## src/design/msad_pkg.sv

```systemverilog
`timescale 1ns / 1ps
// ----------------------------------------------------------------------------
// msad_pkg
// Shared types, widths and coefficient tables for the MS ADPCM block decoder.
// ----------------------------------------------------------------------------
package msad_pkg;

  localparam int MUL_A_W = 32;
  localparam int MUL_B_W = 11;
  localparam int PROD_W  = MUL_A_W + MUL_B_W;
  localparam int ACC_W   = PROD_W + 1;

  localparam logic [15:0] MONO_HDR_LEN   = 16'd7;
  localparam logic [15:0] STEREO_HDR_LEN = 16'd14;
  localparam logic [15:0] ALIGN_RESET    = 16'd1024;
  localparam logic [2:0]  PRED_MAX       = 3'd6;
  localparam logic [31:0] DELTA_FLOOR    = 32'd16;

  typedef enum logic [0:0] {
    CFG_STEREO_MODE = 1'b0,
    CFG_BLOCK_ALIGN = 1'b1
  } msad_cfg_idx_t;

  typedef enum logic [3:0] {
    ST_IDLE,
    ST_HDR0,
    ST_HDR1,
    ST_NA,
    ST_OB,
    ST_MD,
    ST_TD,
    ST_UPD,
    ST_EMIT
  } msad_state_t;

  typedef struct packed {
    logic [7:0] data_byte;
    logic       first_of_block;
  } msad_in_item_t;

  typedef struct packed {
    logic signed [15:0] left_sample;
    logic signed [15:0] right_sample;
    logic               last_of_run;
  } msad_out_item_t;

  function automatic logic signed [MUL_B_W-1:0] coef_a(input logic [2:0] pred);
    logic signed [MUL_B_W-1:0] c;
    unique case (pred)
      3'd0:    c = 11'sd256;
      3'd1:    c = 11'sd512;
      3'd2:    c = 11'sd0;
      3'd3:    c = 11'sd192;
      3'd4:    c = 11'sd240;
      3'd5:    c = 11'sd460;
      default: c = 11'sd392;
    endcase
    return c;
  endfunction

  function automatic logic signed [MUL_B_W-1:0] coef_b(input logic [2:0] pred);
    logic signed [MUL_B_W-1:0] c;
    unique case (pred)
      3'd0:    c = 11'sd0;
      3'd1:    c = -11'sd256;
      3'd2:    c = 11'sd0;
      3'd3:    c = 11'sd64;
      3'd4:    c = 11'sd0;
      3'd5:    c = -11'sd208;
      default: c = -11'sd232;
    endcase
    return c;
  endfunction

  function automatic logic signed [MUL_B_W-1:0] adapt_step(input logic [3:0] code);
    logic signed [MUL_B_W-1:0] c;
    unique case (code)
      4'd4, 4'd12: c = 11'sd307;
      4'd5, 4'd11: c = 11'sd409;
      4'd6, 4'd10: c = 11'sd512;
      4'd7, 4'd9:  c = 11'sd614;
      4'd8:        c = 11'sd768;
      default:     c = 11'sd230;
    endcase
    return c;
  endfunction

endpackage

```

## src/design/msad_mul.sv

```systemverilog
`timescale 1ns / 1ps
// ----------------------------------------------------------------------------
// msad_mul
// Shared signed 32 x 11 multiplier with a registered product.
// ----------------------------------------------------------------------------
module msad_mul
  import msad_pkg::*;
(
  input  logic                      clk,
  input  logic signed [MUL_A_W-1:0] mul_a,
  input  logic signed [MUL_B_W-1:0] mul_b,
  output logic signed [PROD_W-1:0]  prod_r
);

  always_ff @(posedge clk) begin
    prod_r <= PROD_W'(mul_a) * PROD_W'(mul_b);
  end

endmodule

```

## src/design/ms_adpcm_block_decoder.sv

```systemverilog
`timescale 1ns / 1ps
// ----------------------------------------------------------------------------
// ms_adpcm_block_decoder
// MS ADPCM block decoder taking one stream byte per item.
// ----------------------------------------------------------------------------
// Header bytes are accepted while the block is idle; after the last header
// byte the block loads the two header frames, the older samples and then the
// newer, into the output register in turn. For a data byte, each 4-bit code
// makes four passes through the single shared 32 x 11 multiplier (two
// predictor products, the code times delta and the delta adaptation
// product) and one state update, and each frame is then loaded into the
// output register: one frame per byte in stereo, one per code in mono. A
// frame is loaded only once the output register is free. The input is
// stalled for the whole of that sequence, and a frame waits in the output
// register while the block goes on to its next step.
module ms_adpcm_block_decoder
  import msad_pkg::*;
(
  input  logic           clk,
  input  logic           rst_n,
  input  logic           in_valid,
  output logic           in_stall,
  input  msad_in_item_t  in_data,
  output logic           out_valid,
  input  logic           out_stall,
  output msad_out_item_t out_data,
  input  logic           cfg_we,
  input  logic [0:0]     cfg_index,
  input  logic [15:0]    cfg_wdata
);

  localparam logic signed [ACC_W-1:0] SAMP_MIN = -ACC_W'(32768);
  localparam logic signed [ACC_W-1:0] SAMP_MAX = ACC_W'(32767);
  localparam logic signed [PROD_W-9:0] DMAX = (PROD_W-8)'(33'h0_7FFF_FFFF);
  localparam logic signed [PROD_W-9:0] DMIN = (PROD_W-8)'(DELTA_FLOOR);

  logic               stereo_r;
  logic [15:0]        align_r;
  logic [15:0]        pos_r;
  logic [7:0]         hold_r;
  logic [2:0]         pred_r  [2];
  logic signed [31:0] delta_r [2];
  logic signed [15:0] newer_r [2];
  logic signed [15:0] older_r [2];

  msad_state_t        state_r, state_nxt;
  logic               code_idx_r;
  logic [7:0]         byte_r;
  logic signed [15:0] samp_r;
  logic signed [ACC_W-1:0] acc_r;
  msad_out_item_t     pend_r;
  logic               out_valid_r;
  msad_out_item_t     out_item_r;

  logic signed [MUL_A_W-1:0] mul_a;
  logic signed [MUL_B_W-1:0] mul_b;
  logic signed [PROD_W-1:0]  prod_r;

  msad_mul u_mul (
    .clk    (clk),
    .mul_a  (mul_a),
    .mul_b  (mul_b),
    .prod_r (prod_r)
  );

  // Header decode for the byte on the input.
  logic        in_acc;
  logic [15:0] hdr_len, npre, p, rel;
  logic [16:0] p1;
  logic        is_pre, is_hdr, last_hdr, hdr_ch;
  logic [14:0] q;
  logic [1:0]  field;
  logic signed [15:0] hdr_val;

  assign in_acc   = in_valid && !in_stall;
  assign hdr_len  = stereo_r ? STEREO_HDR_LEN : MONO_HDR_LEN;
  assign npre     = stereo_r ? 16'd2 : 16'd1;
  assign p        = in_data.first_of_block ? 16'd0 : pos_r;
  assign is_pre   = p < npre;
  assign is_hdr   = p < hdr_len;
  assign last_hdr = p == (hdr_len - 16'd1);
  assign rel      = p - npre;
  assign q        = rel[15:1];
  assign hdr_ch   = stereo_r & q[0];
  assign field    = stereo_r ? q[2:1] : q[1:0];
  assign hdr_val  = {in_data.data_byte, hold_r};
  assign p1       = {1'b0, p} + 17'd1;

  // Sequencer datapath.
  logic               ch;
  logic [3:0]         code;
  logic               out_free;
  logic signed [ACC_W-1:0] prod_ext, acc_sum;
  logic signed [PROD_W-9:0] d_raw;
  logic signed [31:0] d_new;
  logic signed [15:0] s_clip;

  assign ch       = stereo_r & code_idx_r;
  assign code     = code_idx_r ? byte_r[3:0] : byte_r[7:4];
  assign out_free = !out_valid_r || !out_stall;
  assign prod_ext = {{(ACC_W-PROD_W){prod_r[PROD_W-1]}}, prod_r};
  assign acc_sum  = acc_r + prod_ext;
  assign d_raw    = prod_r[PROD_W-1:8];

  always_comb begin
    priority if (acc_sum < SAMP_MIN) begin
      s_clip = -16'sd32768;
    end else if (acc_sum > SAMP_MAX) begin
      s_clip = 16'sd32767;
    end else begin
      s_clip = acc_sum[15:0];
    end
  end

  always_comb begin
    priority if (d_raw < DMIN) begin
      d_new = DELTA_FLOOR;
    end else if (d_raw > DMAX) begin
      d_new = 32'h7FFF_FFFF;
    end else begin
      d_new = d_raw[31:0];
    end
  end

  // Next state.
  always_comb begin
    state_nxt = state_r;
    unique case (state_r)
      ST_IDLE: begin
        if (in_acc) begin
          if (!is_hdr) begin
            state_nxt = ST_NA;
          end else if (last_hdr) begin
            state_nxt = ST_HDR0;
          end
        end
      end
      ST_HDR0: if (out_free) state_nxt = ST_HDR1;
      ST_HDR1: if (out_free) state_nxt = ST_IDLE;
      ST_NA:   state_nxt = ST_OB;
      ST_OB:   state_nxt = ST_MD;
      ST_MD:   state_nxt = ST_TD;
      ST_TD:   state_nxt = ST_UPD;
      ST_UPD:  state_nxt = (stereo_r && !code_idx_r) ? ST_NA : ST_EMIT;
      ST_EMIT: begin
        if (out_free) begin
          state_nxt = (!stereo_r && !code_idx_r) ? ST_NA : ST_IDLE;
        end
      end
      default: state_nxt = ST_IDLE;
    endcase
  end

  // Outputs of the sequencer.
  logic           emit_we;
  msad_out_item_t emit_item;

  always_comb begin
    in_stall  = 1'b1;
    emit_we   = 1'b0;
    emit_item = pend_r;
    mul_a     = '0;
    mul_b     = '0;
    unique case (state_r)
      ST_IDLE: in_stall = 1'b0;
      ST_HDR0: begin
        emit_we   = out_free;
        emit_item = '{left_sample: older_r[0],
                      right_sample: stereo_r ? older_r[1] : 16'sd0,
                      last_of_run: 1'b0};
      end
      ST_HDR1: begin
        emit_we   = out_free;
        emit_item = '{left_sample: newer_r[0],
                      right_sample: stereo_r ? newer_r[1] : 16'sd0,
                      last_of_run: 1'b1};
      end
      ST_NA: begin
        mul_a = {{(MUL_A_W-16){newer_r[ch][15]}}, newer_r[ch]};
        mul_b = coef_a(pred_r[ch]);
      end
      ST_OB: begin
        mul_a = {{(MUL_A_W-16){older_r[ch][15]}}, older_r[ch]};
        mul_b = coef_b(pred_r[ch]);
      end
      ST_MD: begin
        mul_a = delta_r[ch];
        mul_b = {{(MUL_B_W-4){code[3]}}, code};
      end
      ST_TD: begin
        mul_a = delta_r[ch];
        mul_b = adapt_step(code);
      end
      ST_UPD: begin
      end
      ST_EMIT: emit_we = out_free;
      default: begin
      end
    endcase
  end

  // Control and channel state.
  always_ff @(posedge clk) begin
    if (!rst_n) begin
      state_r    <= ST_IDLE;
      stereo_r   <= 1'b0;
      align_r    <= ALIGN_RESET;
      pos_r      <= '0;
      hold_r     <= '0;
      code_idx_r <= 1'b0;
      for (int i = 0; i < 2; i++) begin
        pred_r[i]  <= '0;
        delta_r[i] <= '0;
        newer_r[i] <= '0;
        older_r[i] <= '0;
      end
    end else begin
      state_r <= state_nxt;
      if (cfg_we) begin
        unique case (cfg_index)
          CFG_STEREO_MODE: stereo_r <= cfg_wdata[0];
          CFG_BLOCK_ALIGN: align_r  <= cfg_wdata;
          default: begin
          end
        endcase
      end
      if (in_acc) begin
        code_idx_r <= 1'b0;
        if (p1 >= {1'b0, hdr_len} && p1 >= {1'b0, align_r}) begin
          pos_r <= '0;
        end else begin
          pos_r <= p1[15:0];
        end
        if (is_pre) begin
          pred_r[p[0]] <= (in_data.data_byte > {5'd0, PRED_MAX}) ?
                          PRED_MAX : in_data.data_byte[2:0];
        end else if (is_hdr) begin
          if (!rel[0]) begin
            hold_r <= in_data.data_byte;
          end else begin
            // Each 16-bit header field lands when its high byte arrives.
            unique case (field)
              2'd0:    delta_r[hdr_ch] <= {{16{hdr_val[15]}}, hdr_val};
              2'd1:    newer_r[hdr_ch] <= hdr_val;
              default: older_r[hdr_ch] <= hdr_val;
            endcase
          end
        end
      end
      if (state_r == ST_UPD) begin
        delta_r[ch] <= d_new;
        older_r[ch] <= newer_r[ch];
        newer_r[ch] <= samp_r;
        if (stereo_r && !code_idx_r) begin
          code_idx_r <= 1'b1;
        end
      end
      if (state_r == ST_EMIT && out_free && !stereo_r && !code_idx_r) begin
        code_idx_r <= 1'b1;
      end
    end
  end

  // Datapath registers.
  always_ff @(posedge clk) begin
    if (in_acc) begin
      byte_r <= in_data.data_byte;
    end
    unique case (state_r)
      ST_OB: acc_r <= prod_ext;
      ST_MD: acc_r <= acc_sum >>> 8;
      ST_TD: samp_r <= s_clip;
      ST_UPD: begin
        if (!stereo_r) begin
          pend_r <= '{left_sample: samp_r, right_sample: 16'sd0,
                      last_of_run: code_idx_r};
        end else if (!code_idx_r) begin
          pend_r.left_sample <= samp_r;
        end else begin
          pend_r.right_sample <= samp_r;
          pend_r.last_of_run  <= 1'b1;
        end
      end
      default: begin
      end
    endcase
  end

  // Output register.
  always_ff @(posedge clk) begin
    if (!rst_n) begin
      out_valid_r <= 1'b0;
    end else if (emit_we) begin
      out_valid_r <= 1'b1;
    end else if (!out_stall) begin
      out_valid_r <= 1'b0;
    end
  end

  always_ff @(posedge clk) begin
    if (emit_we) begin
      out_item_r <= emit_item;
    end
  end

  assign out_valid = out_valid_r;
  assign out_data  = out_item_r;

`ifndef NO_ASSERTIONS
  a_data_starts_code: assert property (@(posedge clk) disable iff (!rst_n)
    (in_acc && !is_hdr) |=> (state_r == ST_NA))
    else $error("data byte did not start a code sequence");

  a_upd_follow: assert property (@(posedge clk) disable iff (!rst_n)
    (state_r == ST_UPD) |=> (state_r == ST_NA || state_r == ST_EMIT))
    else $error("state update not followed by next code or emit");

  a_out_source: assert property (@(posedge clk) disable iff (!rst_n)
    $rose(out_valid_r) |-> ($past(state_r) == ST_HDR0 || $past(state_r) == ST_HDR1 ||
                            $past(state_r) == ST_EMIT))
    else $error("output frame loaded outside an emit state");
`endif

endmodule
```

## config.mk

```make
export PLATFORM = sky130hd
export DESIGN_NAME = ms_adpcm_block_decoder
export DESIGN_NICKNAME = d
export VERILOG_FILES = /design/src/design/msad_pkg.sv /design/src/design/msad_mul.sv /design/src/design/ms_adpcm_block_decoder.sv
export SDC_FILE = /design/constraint.sdc
export NUM_CORES = 2
export LEC_CHECK = 0
export ABC_AREA = 1
export BUFFER_PORTS_ARGS = -buffer_cell sky130_fd_sc_hd__buf_2
export CAP_MARGIN = 5
export CELL_PAD_IN_SITES_DETAIL_PLACEMENT = 1
export CELL_PAD_IN_SITES_GLOBAL_PLACEMENT = 1
export CORE_UTILIZATION = 45
export CTS_BUF_LIST = sky130_fd_sc_hd__clkbuf_8
export CTS_CLUSTER_SIZE = 12
export DETAILED_ROUTE_END_ITERATION = 8
export HOLD_SLACK_MARGIN = 0.03
export MAX_ROUTING_LAYER = met4
export PLACE_DENSITY_LB_ADDON = 0.05
export SLEW_MARGIN = 20
export SYNTH_ARGS = -nofsm -noshare
export SYNTH_HDL_FRONTEND = slang
export SYNTH_SLANG_ARGS = --single-unit
```

## constraint.sdc

```tcl
create_clock -name clk -period 7.5 [get_ports clk]
set_clock_uncertainty 0.05 [all_clocks]
set_input_delay 1.125 -clock clk [delete_from_list [all_inputs] [get_ports clk]]
set_output_delay 1.125 -clock clk [all_outputs]
set_load 0.02 [all_outputs]
```

==> impl_metrics.env <==
export IMPL_cp_common_cell="inv_1"
export IMPL_cp_num_buf_inv=10
export IMPL_antenna_left=0
export IMPL_reg2reg_to="u_mul.prod_r[42]"
export IMPL_slew_headroom_pct=28.3
export IMPL_grt_max_degree=68
export IMPL_initial_utilization_pct=45.5
export IMPL_postPlaceCellArea_um2=34900
export IMPL_synth_top_area_share_pct=24.6
export IMPL_num_vias=28000
export IMPL_min_period_ns=7.24
export IMPL_synth_distinct_cells=67
export IMPL_hp_class="reg2reg"
export IMPL_ir_drop_uv=164
export IMPL_drc=0
export IMPL_viasPerCell=5.26
export IMPL_clkSinkCount=357
export IMPL_status="completed"
export IMPL_portBuffers=65
export IMPL_drtIter0Drc=1930
export IMPL_tightest_slew_ns=1.07
export IMPL_crit_type="reg2reg"
export IMPL_p_sw_w=0.00214
export IMPL_worstSetupEndpointType="flop"
export IMPL_crit_path_start_kind="flop"
export IMPL_finalSetupViolCount=0
export IMPL_final_hold_violation_count=0
export IMPL_ios=66
export IMPL_synth_seq_cells=357
export IMPL_synth_area_leaders="edfxtp_1 (25%), fa_1 (19%), nand2_1 (11%), inv_1 (9.6%), nor2_1 (6.2%)"
export IMPL_required_ns=8.00
export IMPL_grt_pass1_vias=29500
export IMPL_grt_ovfl_total=0
export IMPL_fp_dieH_um=271
export IMPL_antenna_found_initial=1
export IMPL_hold_depth=2
export IMPL_cp_arrival_ns=7.74
export IMPL_dr_pass1_iters=5
export IMPL_yosysTopAreaCell="edfxtp_1"
export IMPL_crit_family="adder cells"
export IMPL_p_clk_share_pct=32.6
export IMPL_seq_area_frac_synth_pct=30.1
export IMPL_path_depth=32
export IMPL_cts_root_buf="clkbuf_8"
export IMPL_die_w_um=271
export IMPL_max_freq_mhz=138
export IMPL_crit_fanout=14
export IMPL_cap_viol_max_count=0
export IMPL_p_sw_share_pct=36.0
export IMPL_p_int_w=0.00381
export IMPL_htreeDepth=3
export IMPL_hpwl_um=92800
export IMPL_wirelength_um=115000
export IMPL_num_nets_final=4818
export IMPL_cts_tree="done"
export IMPL_dp_cells=5194
export IMPL_area_growth_pct=11.5
export IMPL_timing_max_transition_violations_final=0
export IMPL_power_frac_comb_pct=25.9
export IMPL_track_usage_pct=32.4
export IMPL_syn_avg_cell_area_um2=7.90
export IMPL_wire_per_inst_um=21.5
export IMPL_ys_warn_count=0
export IMPL_final_cell_area_um2=36300
export IMPL_reg2reg_depth=32
export IMPL_r2r_start="code_idx_r"
export IMPL_cpPeakStageDelay_ns=0.56
export IMPL_core_area_um2=71600
export IMPL_period_share_pct=96.6
export IMPL_path_clk_slew_ns=0.06
export IMPL_holdPathEnd="align_r[12]"
export IMPL_powerDensity_nw_per_um2=164
export IMPL_num_rows=98
export IMPL_syn_area_um2=32600
export IMPL_ctsLongestPathBuffers=3
export IMPL_die_area_um2=73500
export IMPL_stdcell_count=5324
export IMPL_cts_made_buffers=67
export IMPL_min_from="align_r[12]"
export IMPL_clock_latency_ns=0.66
export IMPL_slowest_stage="fa_1"
export IMPL_rrSetupSlack_ns=0.26
export IMPL_p_seq_share_pct=41.5
export IMPL_cts_hold_buf=0
export IMPL_synth_nets=4627
export IMPL_syn_inst=4127
export IMPL_gp_congestion=0.928
export IMPL_grt_pass1_wl_um=176000
export IMPL_drive_gt1_share_pct=10.7
export IMPL_leakagePower_nw=17.4
[cell type report]
class                      instances  area (um2)
tap                              950        1190
fill                            8847       35300
sequential                       357        9820
clock inverter                    52         333
clock buffer                      71         977
antenna                            2        5.00
inverter                         862        3250
multi-input combinational       2800       19100
timing repair buffer             230        1630
[synthesized netlist by cell type (all sizes together)]
master,number
dlymetal6s2s,1
o41ai,1
fa,309
or2,18
o21a,6
and2,7
o21bai,10
inv,858
a41oi,2
clkinv,4
a21boi,4
xor2,37
a21o,4
a21oi,153
o2111ai,2
ha,160
buf,54
o22ai,12
a221oi,1
o211ai,14
nand3,131
a31oi,15
a211oi,3
and3,1
nor4,17
xnor2,34
edfxtp,267
a22o,12
o21ai,195
o31ai,1
or4,2
nand4,27
a32oi,1
mux2i,18
o221ai,1
dfxtp,90
nor2,562
nand2,994
o311ai,5
nand3b,13
a311o,1
clkbuf,53
nor3,27
[metrics by stage]
stage               utilization, %  worst slack [ns]  TNS (ns)  hold slack (ns)  total power, W
detailed placement            48.7           -0.0573   -0.0573            0.404         0.00403
floorplan                        -             0.826         0            0.385         0.00340
CTS                           50.5            0.0429         0            0.413         0.00597
finish                        50.7             0.257         0            0.413         0.00595
global placement              48.7            0.0244         0            0.404         0.00401
global route                  50.7           -0.0213   -0.0460            0.435         0.00620
[worst min-delay path: cells and delay by family, from the launching register on]
kind | cells | cell delay, ns
buf+inv | 1 | 0.06
compound gates | 1 | 0.06
flops | 1 | 0.29
[worst max-delay path by stage]
stage / start / to / slack [ns]
after global routing: code_idx_r / u_mul.prod_r[40] / -0.02
after global placement: code_idx_r / u_mul.prod_r[42] / 0.02
after detailed placement: code_idx_r / u_mul.prod_r[42] / -0.06
after CTS: state_r[1] / u_mul.prod_r[42] / 0.04
after floorplan: code_idx_r / u_mul.prod_r[30] / 0.83
final: code_idx_r / u_mul.prod_r[42] / 0.26
[layer usage]
metal | routed length (um) | vias up | global-route usage, % | part of all wire, %
li1 | - | 13100 | - | -
met1 | 50000 | 14000 | 41.0 | 44
met2 | 56400 | 696 | 55.0 | 49
met3 | 5460 | 160 | 3.61 | 4.8
met4 | 2720 | 0 | 8.49 | 2.4
met5 | 0 | - | - | 0
[cells by family (layout without fill, tap and decap cells)]
family | after synthesis | in the layout | synth area share [%]
buffers and inverters | 970 | 1215 | 11.5
multiplexers | 18 | 18 | 0.553
adder cells (fa/ha/maj) | 469 | 469 | 25.1
AO/OA/AOI/OAI | 443 | 443 | 7.82
AND/OR/NAND/NOR | 1799 | 1799 | 22.9
XOR/XNOR | 71 | 71 | 1.93
flip-flops | 357 | 357 | 30.1
other | 0 | 2 | 0
[what timing repair did]
item	4_1_cts	5_1_grt
resized for setup	2	30
setup endpoints to repair	1	14
pin swaps	0	3
setup buffers	0	5
[power by group through the flow]
stage / registers [W] / clock network (W) / logic (W)
2_1_floorplan: 0.00259 / 0 / 0.000802
3_3_place_gp: 0.00250 / 0 / 0.00150
3_5_place_dp: 0.00251 / 0 / 0.00152
4_1_cts: 0.00247 / 0.00197 / 0.00153
5_1_grt: 0.00248 / 0.00206 / 0.00167
6_report: 0.00247 / 0.00194 / 0.00154
[layout by cell type (no fill, tap or decap), drive strengths merged, types with 27 or more instances in the layout]
cell	netlist	final
xnor2	34	34
nor2	562	562
nor3	27	27
dfxtp	90	90
nand4	27	27
edfxtp	267	267
xor2	37	37
nand2	994	994
ha	160	160
o21ai	195	195
nand3	131	131
buf	54	230
fa	309	309
clkbuf	53	71
clkinv	4	28
inv	858	874
a21oi	153	153
[registers in the layout, summed over array words and instances, names as in the netlist, 16 cells and up]
name,cells
acc_r,43
align_r,16
delta_r,64
newer_r,32
older_r,32
out_data,33
pend_r,33
pos_r,16
samp_r,16
u_mul.prod_r,43
No activity file was read; power rests on OpenSTA's default activity.
